[src/rtl/motor_status_led_blinker_unit_assert.svh]
// ----------------------------------------------------------------------------
// Assertion macros for the motor status LED blinker
// Shared macros for concurrent checks on the block's clock and reset.
// ----------------------------------------------------------------------------
`ifndef MOTOR_STATUS_LED_BLINKER_UNIT_ASSERT_SVH
`define MOTOR_STATUS_LED_BLINKER_UNIT_ASSERT_SVH

// check outside reset
`define MSLB_ASSERT(label, prop) \
   label: assert property (@(posedge clock) disable iff (reset) prop) \
      else $error("mslb assertion failed");

// check at every edge, reset included
`define MSLB_ASSERT_ALWAYS(label, prop) \
   label: assert property (@(posedge clock) prop) \
      else $error("mslb assertion failed");

`endif

[src/rtl/mslb_pkg.sv]
// ----------------------------------------------------------------------------
// mslb_pkg
// Opcodes, mode codes, LED patterns and defaults for the LED blinker.
// ----------------------------------------------------------------------------
`default_nettype none

package mslb_pkg;

   localparam int OP_BITS       = 3;
   localparam int STATE_BITS    = 2;
   localparam int CODE_BITS     = 32;
   localparam int INTERVAL_BITS = 16;

   localparam int ERROR_CODE_BITS_DEF = 32;
   localparam int COUNTER_BITS_DEF    = 16;

   localparam logic [INTERVAL_BITS-1:0] INTERVAL_RESET = 16'd100;

   typedef logic [OP_BITS-1:0]    op_type;
   typedef logic [STATE_BITS-1:0] led_type;
   typedef logic [STATE_BITS-1:0] mode_type;

   localparam op_type OP_TICK      = 3'd0;
   localparam op_type OP_SET_MOTOR = 3'd1;
   localparam op_type OP_SET_MODE  = 3'd2;
   localparam op_type OP_REPORT    = 3'd3;
   localparam op_type OP_CLEAR     = 3'd4;

   localparam mode_type MODE_NORMAL     = 2'd0;
   localparam mode_type MODE_ALTERNATE  = 2'd1;
   localparam mode_type MODE_CONCURRENT = 2'd2;
   localparam mode_type MODE_ERROR      = 2'd3;

   localparam led_type LED_OFF    = 2'd0;
   localparam led_type LED_FIRST  = 2'd1;
   localparam led_type LED_SECOND = 2'd2;
   localparam led_type LED_BOTH   = 2'd3;

endpackage

`default_nettype wire

[src/rtl/mslb_err_width.sv]
// ----------------------------------------------------------------------------
// mslb_err_width
// Number of bits up to and including the highest set bit (at least one).
// ----------------------------------------------------------------------------
`default_nettype none

module mslb_err_width #(
   parameter int ERROR_CODE_BITS = mslb_pkg::ERROR_CODE_BITS_DEF,
   parameter int WIDTH_BITS      = $clog2(ERROR_CODE_BITS + 1)
) (
   input  wire logic [ERROR_CODE_BITS-1:0] code,
   output logic      [WIDTH_BITS-1:0]      width
);

   always_comb begin
      width = WIDTH_BITS'(1);
      for (int i = 0; i < ERROR_CODE_BITS; i++) begin
         if (code[i]) begin
            width = WIDTH_BITS'(i + 1);
         end
      end
   end

endmodule

`default_nettype wire

[src/rtl/motor_status_led_blinker_unit.sv]
// ----------------------------------------------------------------------------
// motor_status_led_blinker_unit
// Two-LED status pattern generator for a motor driver: motor state display,
// alternate and concurrent blinking, and serial error code playback.
// ----------------------------------------------------------------------------
// Channel  Direction  Handshake              Payload
// req      in         req_valid/req_ready    op, motor_state, flash_mode, error_code
// rsp      out        rsp_valid/rsp_ready    led_pattern, active_mode
// csr      in         csr_valid/csr_ready    blink_interval
//
// One transaction per cycle while rsp is not stalled; each result is registered
// through the input register, then the state/result register.
// The state registers double as the result register and update only when
// the result slot is free, so a stalled rsp holds one request in the input
// register and then drops req_ready.
// Synchronous active-high reset initializes control and state; no clearing pass.
// ----------------------------------------------------------------------------
`default_nettype none

`include "motor_status_led_blinker_unit_assert.svh"

module motor_status_led_blinker_unit #(
   parameter int ERROR_CODE_BITS = mslb_pkg::ERROR_CODE_BITS_DEF,
   parameter int COUNTER_BITS    = mslb_pkg::COUNTER_BITS_DEF
) (
   input  wire logic                                clock,
   input  wire logic                                reset,
   input  wire logic                                req_valid,
   output logic                                     req_ready,
   input  wire logic [mslb_pkg::OP_BITS-1:0]        req_op,
   input  wire logic [mslb_pkg::STATE_BITS-1:0]     req_motor_state,
   input  wire logic [mslb_pkg::STATE_BITS-1:0]     req_flash_mode,
   input  wire logic [mslb_pkg::CODE_BITS-1:0]      req_error_code,
   output logic                                     rsp_valid,
   input  wire logic                                rsp_ready,
   output logic      [mslb_pkg::STATE_BITS-1:0]     rsp_led_pattern,
   output logic      [mslb_pkg::STATE_BITS-1:0]     rsp_active_mode,
   input  wire logic                                csr_valid,
   output logic                                     csr_ready,
   input  wire logic [mslb_pkg::INTERVAL_BITS-1:0]  csr_blink_interval
);

   localparam int IDX_BITS   = (ERROR_CODE_BITS > 1) ? $clog2(ERROR_CODE_BITS) : 1;
   localparam int PHASE_BITS = IDX_BITS + 1;
   localparam int CMP_BITS   = PHASE_BITS + 1;
   localparam int WIDTH_BITS = $clog2(ERROR_CODE_BITS + 1);
   localparam int TICK_CMP_BITS =
      (COUNTER_BITS > mslb_pkg::INTERVAL_BITS) ? COUNTER_BITS : mslb_pkg::INTERVAL_BITS;

   // input register
   logic                           in_valid_ff, in_valid_in;
   mslb_pkg::op_type               in_op_ff;
   logic [mslb_pkg::STATE_BITS-1:0] in_ms_ff;
   mslb_pkg::mode_type             in_bm_ff;
   logic [ERROR_CODE_BITS-1:0]     in_code_ff;

   // state / result
   logic                           out_valid_ff, out_valid_in;
   logic [mslb_pkg::INTERVAL_BITS-1:0] interval_ff;
   logic [COUNTER_BITS-1:0]        tick_ff, tick_in;
   mslb_pkg::mode_type             mode_ff, mode_in;
   logic [mslb_pkg::STATE_BITS-1:0] motor_ff, motor_in;
   mslb_pkg::led_type              led_ff, led_in;
   logic [ERROR_CODE_BITS-1:0]     error_ff, error_in;
   logic [PHASE_BITS-1:0]          phase_ff, phase_in;
   logic [WIDTH_BITS-1:0]          width_ff, width_in;

   logic                           req_take;
   logic                           advance;
   logic [WIDTH_BITS-1:0]          code_width;
   logic [COUNTER_BITS-1:0]        tick_inc;
   logic                           fire;
   logic                           play;
   logic [PHASE_BITS-1:0]          play_phase;
   logic [WIDTH_BITS-1:0]          play_width;
   logic [ERROR_CODE_BITS-1:0]     play_code;
   mslb_pkg::led_type              play_led;
   logic [CMP_BITS-1:0]            play_next;
   logic [PHASE_BITS-1:0]          play_phase_next;
   mslb_pkg::led_type              alt_led;
   mslb_pkg::led_type              conc_led;

   function automatic logic error_ff_sel(input logic [ERROR_CODE_BITS-1:0] code,
                                         input logic [PHASE_BITS-1:0] phase);
      return code[phase[IDX_BITS:1]];
   endfunction

   assign advance   = in_valid_ff && (!out_valid_ff || rsp_ready);
   assign req_ready = !in_valid_ff || advance;
   assign req_take  = req_valid && req_ready;
   assign csr_ready = 1'b1;

   assign rsp_valid       = out_valid_ff;
   assign rsp_led_pattern = led_ff;
   assign rsp_active_mode = mode_ff;

   mslb_err_width #(
      .ERROR_CODE_BITS (ERROR_CODE_BITS),
      .WIDTH_BITS      (WIDTH_BITS)
   ) u_err_width (
      .code  (in_code_ff),
      .width (code_width)
   );

   assign tick_inc = tick_ff + COUNTER_BITS'(1);
   assign fire     = TICK_CMP_BITS'(tick_inc) >= TICK_CMP_BITS'(interval_ff);
   assign alt_led  = (led_ff == mslb_pkg::LED_FIRST) ? mslb_pkg::LED_SECOND
                                                     : mslb_pkg::LED_FIRST;
   assign conc_led = (led_ff == mslb_pkg::LED_OFF) ? mslb_pkg::LED_BOTH
                                                   : mslb_pkg::LED_OFF;

   // error playback step, from phase zero with the new width on a report
   always_comb begin
      if (in_op_ff == mslb_pkg::OP_REPORT) begin
         play_phase = '0;
         play_width = code_width;
         play_code  = in_code_ff;
      end else begin
         play_phase = phase_ff;
         play_width = width_ff;
         play_code  = error_ff;
      end
      if (play_phase == '0) begin
         play_led = mslb_pkg::LED_BOTH;
      end else if (!play_phase[0]) begin
         play_led = mslb_pkg::LED_OFF;
      end else if (error_ff_sel(play_code, play_phase)) begin
         play_led = mslb_pkg::LED_SECOND;
      end else begin
         play_led = mslb_pkg::LED_FIRST;
      end
      play_next = CMP_BITS'(play_phase) + CMP_BITS'(1);
      if (play_next >= CMP_BITS'({play_width, 1'b0})) begin
         play_phase_next = '0;
      end else begin
         play_phase_next = play_next[PHASE_BITS-1:0];
      end
   end

   always_comb begin
      tick_in  = tick_ff;
      mode_in  = mode_ff;
      motor_in = motor_ff;
      led_in   = led_ff;
      error_in = error_ff;
      phase_in = phase_ff;
      width_in = width_ff;
      play     = 1'b0;
      if (advance) begin
         case (in_op_ff)
            mslb_pkg::OP_TICK: begin
               tick_in = tick_inc;
               if (fire) begin
                  tick_in = '0;
                  case (mode_ff)
                     mslb_pkg::MODE_ALTERNATE:  led_in = alt_led;
                     mslb_pkg::MODE_CONCURRENT: led_in = conc_led;
                     mslb_pkg::MODE_ERROR:      play   = 1'b1;
                     default: ;
                  endcase
               end
            end
            mslb_pkg::OP_SET_MOTOR: begin
               motor_in = in_ms_ff;
               if (mode_ff != mslb_pkg::MODE_ERROR) begin
                  mode_in = mslb_pkg::MODE_NORMAL;
                  led_in  = in_ms_ff;
               end
            end
            mslb_pkg::OP_SET_MODE: begin
               if (in_bm_ff != mode_ff) begin
                  tick_in = '0;
                  mode_in = in_bm_ff;
                  if (in_bm_ff == mslb_pkg::MODE_ALTERNATE) begin
                     led_in = alt_led;
                  end else if (in_bm_ff == mslb_pkg::MODE_CONCURRENT) begin
                     led_in = conc_led;
                  end
               end
            end
            mslb_pkg::OP_REPORT: begin
               if (!(mode_ff == mslb_pkg::MODE_ERROR && error_ff == in_code_ff)) begin
                  mode_in  = mslb_pkg::MODE_ERROR;
                  error_in = in_code_ff;
                  width_in = code_width;
                  play     = 1'b1;
               end
            end
            mslb_pkg::OP_CLEAR: begin
               if (mode_ff == mslb_pkg::MODE_ERROR) begin
                  mode_in = mslb_pkg::MODE_NORMAL;
                  led_in  = motor_ff;
               end
            end
            default: ;
         endcase
         if (play) begin
            led_in   = play_led;
            phase_in = play_phase_next;
         end
      end
   end

   always_comb begin
      if (req_take) begin
         in_valid_in = 1'b1;
      end else if (advance) begin
         in_valid_in = 1'b0;
      end else begin
         in_valid_in = in_valid_ff;
      end
      if (advance) begin
         out_valid_in = 1'b1;
      end else if (rsp_ready) begin
         out_valid_in = 1'b0;
      end else begin
         out_valid_in = out_valid_ff;
      end
   end

   always_ff @(posedge clock) begin
      if (reset) begin
         in_valid_ff  <= 1'b0;
         out_valid_ff <= 1'b0;
         interval_ff  <= mslb_pkg::INTERVAL_RESET;
         tick_ff      <= '0;
         mode_ff      <= mslb_pkg::MODE_NORMAL;
         motor_ff     <= '0;
         led_ff       <= mslb_pkg::LED_OFF;
         error_ff     <= '0;
         phase_ff     <= '0;
         width_ff     <= WIDTH_BITS'(1);
      end else begin
         in_valid_ff  <= in_valid_in;
         out_valid_ff <= out_valid_in;
         if (csr_valid && csr_ready) begin
            interval_ff <= csr_blink_interval;
         end
         tick_ff  <= tick_in;
         mode_ff  <= mode_in;
         motor_ff <= motor_in;
         led_ff   <= led_in;
         error_ff <= error_in;
         phase_ff <= phase_in;
         width_ff <= width_in;
      end
   end

   always_ff @(posedge clock) begin
      if (req_take) begin
         in_op_ff   <= req_op;
         in_ms_ff   <= req_motor_state;
         in_bm_ff   <= req_flash_mode;
         in_code_ff <= req_error_code[ERROR_CODE_BITS-1:0];
      end
   end

   `MSLB_ASSERT(a_phase_bound, CMP_BITS'(phase_ff) < CMP_BITS'({width_ff, 1'b0}))
   `MSLB_ASSERT(a_stall_full, !req_ready |-> (in_valid_ff && out_valid_ff && !rsp_ready))
   `MSLB_ASSERT(a_advance_result, advance |=> rsp_valid)
   `MSLB_ASSERT(a_motor_shown, (advance && in_op_ff == mslb_pkg::OP_SET_MOTOR &&
      mode_ff != mslb_pkg::MODE_ERROR) |=> (led_ff == $past(in_ms_ff)))

endmodule

`default_nettype wire
[config.mk]
export PLATFORM = sky130hd
export DESIGN_NAME = motor_status_led_blinker_unit
export DESIGN_NICKNAME = d
export VERILOG_FILES = /design/src/rtl/mslb_pkg.sv /design/src/rtl/mslb_err_width.sv /design/src/rtl/motor_status_led_blinker_unit.sv
export VERILOG_INCLUDE_DIRS = /design/src /design/src/rtl
export SDC_FILE = /design/constraint.sdc
export NUM_CORES = 1
export LEC_CHECK = 0
export BUFFER_PORTS_ARGS = -buffer_cell sky130_fd_sc_hd__buf_2
export CORE_MARGIN = 5
export CORE_UTILIZATION = 64
export DETAILED_ROUTE_END_ITERATION = 6
export PLACE_DENSITY = 0.85
export SYNTH_ARGS = -nofsm -noshare
export SYNTH_HDL_FRONTEND = slang
export SYNTH_HIERARCHICAL = 1
export SYNTH_SLANG_ARGS = --single-unit
[constraint.sdc]
create_clock -name clock -period 8.9 [get_ports clock]
set_clock_uncertainty 0.05 [all_clocks]
set_input_delay 0.89 -clock clock [delete_from_list [all_inputs] [get_ports clock]]
set_output_delay 0.89 -clock clock [all_outputs]
set_load 0.005 [all_outputs]
After elaboration in Yosys (flattened, before gate mapping)
Index checks and enable logic that the tools add are counted.
{ "word_totals": {"elab_cells": 132, "output_inout_bits": 7, "input_bits": 60, "register_bits": 123} }
{ "op_classes": {"magnitude_cmp": 3, "muxes": 68, "n_eq_ne": 23, "reduce_logical": 21, "addsub": 2, "bitwise": 1} }
{ "op_table": {"columns": ["operator", "n"], "rows": [
  ["$mux 5", 16],
  ["$mux 2", 18],
  ["$eq 32x32->1", 1],
  ["$mux 16", 2],
  ["$mux 32", 1],
  ["$mux 4", 8],
  ["$pmux 16 s2", 1],
  ["$mux 6", 4],
  ["$add 16x1->16 const B", 1],
  ["$ge 16x16->1", 1],
  ["$pmux 2 s4", 2],
  ["$mux 3", 4],
  ["$ne 3x3->1 const B", 4],
  ["$ne 2x2->1 const B", 5],
  ["$mux 1", 9],
  ["$reduce_and 8->1", 1],
  ["$add 6x1->7 const B", 1],
  ["$ge 7x7->1", 1],
  ["$eq 2x1->1 const B", 3],
  ["$eq 2x2->1 const B", 3],
  ["$eq 3x2->1 const B", 2],
  ["$logic_not 6->1", 1],
  ["$lt 5x6->1 const B", 1],
  ["$reduce_and 3->1", 2],
  ["19 further kinds", 26]
]} }

Longest topological paths before layout
{ "depth": {"depth_word": 34, "mapped_depth": 15, "ltp_nobuf": 14} }

Hierarchy
Netlist, hierarchy kept.
{ "modules_own_cells": {"columns": ["module", "n_inst", "seq_area_each_um2", "cells_each", "area_per_inst_um2"], "rows": [
  ["motor_status_led_blinker_unit", 1, 2852.7, 622, 6324.8],
  ["mslb_err_width", 1, 0.0, 65, 336.6]
]} }

Least setup slack after synthesis
OpenSTA, ideal clock, no wires.
{ "synth_timing": {"path_kind": "reg-to-reg", "start": "register tick_ff[0]", "end": "register phase_ff[0]", "path_stages_with_launch": 16, "synth_period_minus_slack_ps": 3310, "setup_time_ps": 59, "slack_ps": 5590, "required_ps": 8791, "path_buffers": 1, "arrival_ps": 3201, "cell_sequence": "dfxtp_1 -> ha_1 -> nand3_1 -> nor3_1 -> and3_1 -> nand3_1 -> xnor2_1 -> ha_1 -> o21ai_0 -> a22oi_1 -> o2111ai_1 -> o21a_1 -> a31oi_2 -> and3b_1 -> clkbuf_1 -> a22o_1"} }
{ "synth_between": {"elab_chain_cells": 6} }
{ "synth_lines": {"columns": ["item", "line_no", "text"], "rows": [
  ["start, declared", "motor_status_led_blinker_unit.sv:60", "logic [COUNTER_BITS-1:0] tick_ff, tick_in;"],
  ["start signal, assigned", "motor_status_led_blinker_unit.sv:239", "tick_ff <= tick_in;"],
  ["$add 16x1->16", "motor_status_led_blinker_unit.sv:105", "assign tick_inc = tick_ff + COUNTER_BITS'(1);"],
  ["$ge 16x16->1", "motor_status_led_blinker_unit.sv:106", "assign fire = TICK_CMP_BITS'(tick_inc) >= TICK_CMP_BITS'(interval_ff);"],
  ["$mux 1", "motor_status_led_blinker_unit.sv:153", "if (fire) begin"],
  ["$pmux 1 s2", "motor_status_led_blinker_unit.sv:150", "case (in_op_ff)"],
  ["$mux 1", "motor_status_led_blinker_unit.sv:149", "if (advance) begin"],
  ["$reduce_and 2->1 (no line)", null, null],
  ["end signal, assigned", "motor_status_led_blinker_unit.sv:244", "phase_ff <= phase_in;"],
  ["end, declared", "motor_status_led_blinker_unit.sv:65", "logic [PHASE_BITS-1:0] phase_ff, phase_in;"]
]} }
Every way passes these cells. The select of a mux whose other input is x is not followed.
A chain may end at the register's enable or synchronous reset.

Final worst setup path
{ "layout_timing": {"start": "register tick_ff[0]", "end": "register led_ff[1] (netlist: rsp_led_pattern[1])"} }
{ "layout_between": {"elab_chain_cells": 7, "elab_cells_between_ends": 14, "classes_between": "add/sub (1); order compare (1); eq/ne (6); mux (4); reduce/logical (2)"} }
{ "layout_lines": {"columns": ["item", "line_no", "text"], "rows": [
  ["$add 16x1->16 *", "motor_status_led_blinker_unit.sv:105", null],
  ["$ge 16x16->1 *", "motor_status_led_blinker_unit.sv:106", null],
  ["$mux 1", "motor_status_led_blinker_unit.sv:153", null],
  ["$pmux 1 s2", "motor_status_led_blinker_unit.sv:150", null],
  ["$mux 1", "motor_status_led_blinker_unit.sv:149", null],
  ["$ne 4x2->1 (no line), or another cell as far along", null, null],
  ["$reduce_and 8->1 (no line)", null, null],
  ["end signal, assigned", "motor_status_led_blinker_unit.sv:229", "led_ff <= mslb_pkg::LED_OFF;"],
  ["end signal, assigned", "motor_status_led_blinker_unit.sv:242", "led_ff <= led_in;"],
  ["end, declared", "motor_status_led_blinker_unit.sv:63", "mslb_pkg::led_type led_ff, led_in;"]
]} }
Every way passes the cells marked *; elsewhere a longest branch is shown, timed or not. The select of a mux whose other input is x is not followed.

==> out/qor.yml <==
routing:
  vias: 5418
  avgViaCountPerCell: 6.07
  antenna_left: 0
  dr.pass1.iters: 5
  drt_iter0_drc: 415
  drc: 0
  wirelength_mm: 15.3
  wl_per_cell_microns: 17.1
sta:
  slew_violations: 0
  timing.final.crit_share_pct: 51.0
  fin_crit_ns: 4.54
  max_slew_margin_pct: 30.0
  grt_setup_unrepaired: "no"
  hold_viol: 0
  whs_ns: 0.427
  final.setup.tns_ns: 0
  setup_viol: 0
  tightest_slew_ns: 1.05
  fmax_mhz: 220
clocking:
  clk_pin_slew_ns: 0.06
  root_buffer: "clkbuf_8"
  numCtsBuffers: 17
  cts.sinks: 123
  clock_latency_ns: 0.53
  cts_hold_buf: 0
  cts_resized: 0
  h-tree-depth: 4
  clockBufferDepth: 2
  cts_tree: "yes"
  post_cts_buffers: 0
placement:
  port-buffer-count: 65
  place_hpwl_mm: 10.6
  gp_congestion: 0.926
  placed_cells: 861
hold_path:
  whs_path_depth: 2
  min_path_type: "reg -> reg"
power_and_ir_drop:
  peakVddDrop_v: 0.000166
  total_power_w: 0.00136
  leakagePower_nw: 3.12
  internal-power_w: 0.00102
  clkPwrFrac_pct: 46.7
  netSwitchingPower_w: 0.000335
  power_density_nw_per_um2: 179
  p_seq_share_pct: 46.0
  combPwrFrac_pct: 7.3
  switching_share_pct: 24.7
finish:
  finalNonFillerCells: 893
  nFillCells: 702
  area_growth_pct: 13.8
  final_nets: 832
  final_cell_mix: "97 x nor2_1, 84 x dfxtp_1, 65 x mux2i_1, 65 x buf_2, 41 x xor2_1"
  final_common_cell: "nor2_1"
  n_antenna_cell: 0
  drive_gt1_share_pct: 14.7
worst_setup_path:
  r2r_slack_ns: 4.36
  path_class: "reg -> reg"
  endpoint_kind: "flip-flop"
  timing.rr.end: "rsp_led_pattern[1]"
  cp-startpoint: "tick_ff[0]"
  path_max_fanout: 13
  arrival_ns: 4.93
  r2r-start: "tick_ff[0]"
  cp-start-kind: "flip-flop"
  cp-endpoint: "rsp_led_pattern[1]"
  r2r_cells: 14
  crit_required_ns: 9.29
die:
  core_area_sq_um: 10200
  dieHeight_microns: 112
  die_w_microns: 112
  die_area_sq_um: 12500
  initial_utilization_pct: 65.1
  pin_count: 67
  rows: 37
logic_synthesis:
  yosys_register_bits: 123
  yosysTopAreaCell: "dfxtp_1"
  synth_fp_nets: 775
  synth_area_leaders: "dfxtp_1 25%, edfxtp_1 18%, mux2i_1 9.8%"
  synth-edff-count: 39
  synth_cell_types: 59
  synth_area_sq_um: 6660
  yosysWarnings: 6
  netlist_instances: 687
  netlist.area_leader.share_pct: 25.2
  synth_ff_type: "dfxtp_1"
  synth.avg_cell_area_sq_um: 9.70
  ys_seq_area_share_pct: 42.8
  postSynth.asyncResetShare_pct: 0
global_route:
  grt_use_total_pct: 24.8
  gr-total-overflow: 0
  grt_max_degree: 76
  grt_pass1_wl_mm: 25.1
  antenna_found_initial: 0
  grt_pass1_vias: 5222
job:
  drv_cap: 0
run_status:
  status: "finished clean"
[power groups by stage]
| stage | logic [W] | clock network (W) | registers (W) |
|---|---|---|---|
| after floorplan | 0.0000696 | 0 | 0.000626 |
| after global placement | 0.0000922 | 0 | 0.000633 |
| after detailed placement | 0.0000966 | 0 | 0.000634 |
| after CTS | 0.0000985 | 0.000643 | 0.000623 |
| after global routing | 0.000110 | 0.000668 | 0.000626 |
| final | 0.0000995 | 0.000633 | 0.000623 |
[stage by stage]
stage                     util (%)  setup WS, ns  cell area, sq um
after detailed placement      68.7          4.46              7030
final                         74.1          4.36              7580
after floorplan                  -          5.59              6660
after global placement        68.7          4.85              7030
after CTS                     74.1          4.42              7580
after global routing          74.1          3.94              7580
[cell usage after synthesis (3+ instances only)]
| master | instances |
|---|---|
| edfxtp_1 | 39 |
| o211ai_1 | 4 |
| mux2_2 | 3 |
| xnor2_1 | 12 |
| nand2_1 | 39 |
| o21ai_0 | 32 |
| xor2_1 | 41 |
| a21oi_1 | 28 |
| nor3_1 | 15 |
| nand4_1 | 5 |
| inv_1 | 33 |
| nor2_1 | 97 |
| a31oi_1 | 7 |
| ha_1 | 28 |
| a22o_1 | 6 |
| clkbuf_1 | 13 |
| a22oi_1 | 7 |
| mux4_1 | 7 |
| buf_2 | 9 |
| and3_1 | 6 |
| mux2i_1 | 65 |
| nor4_1 | 10 |
| a211oi_1 | 14 |
| nor2b_1 | 7 |
| o21a_1 | 5 |
| buf_4 | 4 |
| o22ai_1 | 3 |
| nand3b_1 | 6 |
| dfxtp_1 | 84 |
| nand3_1 | 20 |
[flip-flops by register name (all words and copies together), names as in the netlist, 3 cells and up]
register     cells
tick_ff         16
in_code_ff      32
interval_ff     16
width_ff         6
phase_ff         6
in_op_ff         3
error_ff        32
[worst max-delay path, stage by stage, from the launching register on]
cell,delay (ns)
dfxtp_1,0.43
ha_1,0.29
nand3_1,0.19
nor3_1,0.50
and3_1,0.34
nand3_1,0.14
xnor2_1,0.25
ha_1,0.23
o21ai_0,0.10
a22oi_1,0.80
o2111ai_1,0.22
o21a_1,0.21
a41oi_1,0.29
o211ai_1,0.14
o32ai_1,0.28
[logic make-up (layout without fill, tap and decap cells)]
kind of cell / Yosys count / in the layout / share of synthesized area [%]
and+or+nand+nor: 217 / 217 / 15.1
AOI/OAI and AO/OA: 126 / 126 / 12.3
DFF: 123 / 123 / 42.8
muxes: 76 / 76 / 13.4
buffers and inverters: 63 / 133 / 4.17
xor gates and xnor gates: 53 / 53 / 6.97
adders and majority gates: 28 / 28 / 5.26
other: 1 / 1 / 0.0563
[layout make-up]
class	count	area, sq um	area share, %
inverters	33	124	1.63
well taps	136	170	2.24
multi-input cells	501	3540	46.7
flip-flops and latches	123	2850	37.6
repair buffers	68	348	4.59
clock inverters	13	118	1.55
clock buffers	19	432	5.69
[worst min-delay path by stage]
stage | start | to | slack [ns]
6_report | width_ff[0] | width_ff[0] | 0.43
5_1_grt | req_error_code[7] | in_code_ff[7] | 0.46
4_1_cts | width_ff[0] | width_ff[0] | 0.43
3_5_place_dp | width_ff[0] | width_ff[0] | 0.41
3_3_place_gp | width_ff[0] | width_ff[0] | 0.40
2_1_floorplan | width_ff[0] | width_ff[0] | 0.39
[per-layer routing]
layer / part of all wire [%] / global-route usage (%)
met2: 47 / 40.1
met3: 8.1 / 6.20
met1: 43 / 32.0
met5: 0 / 0
met4: 2.3 / 9.94
No activity file was read; power rests on OpenSTA's default activity.
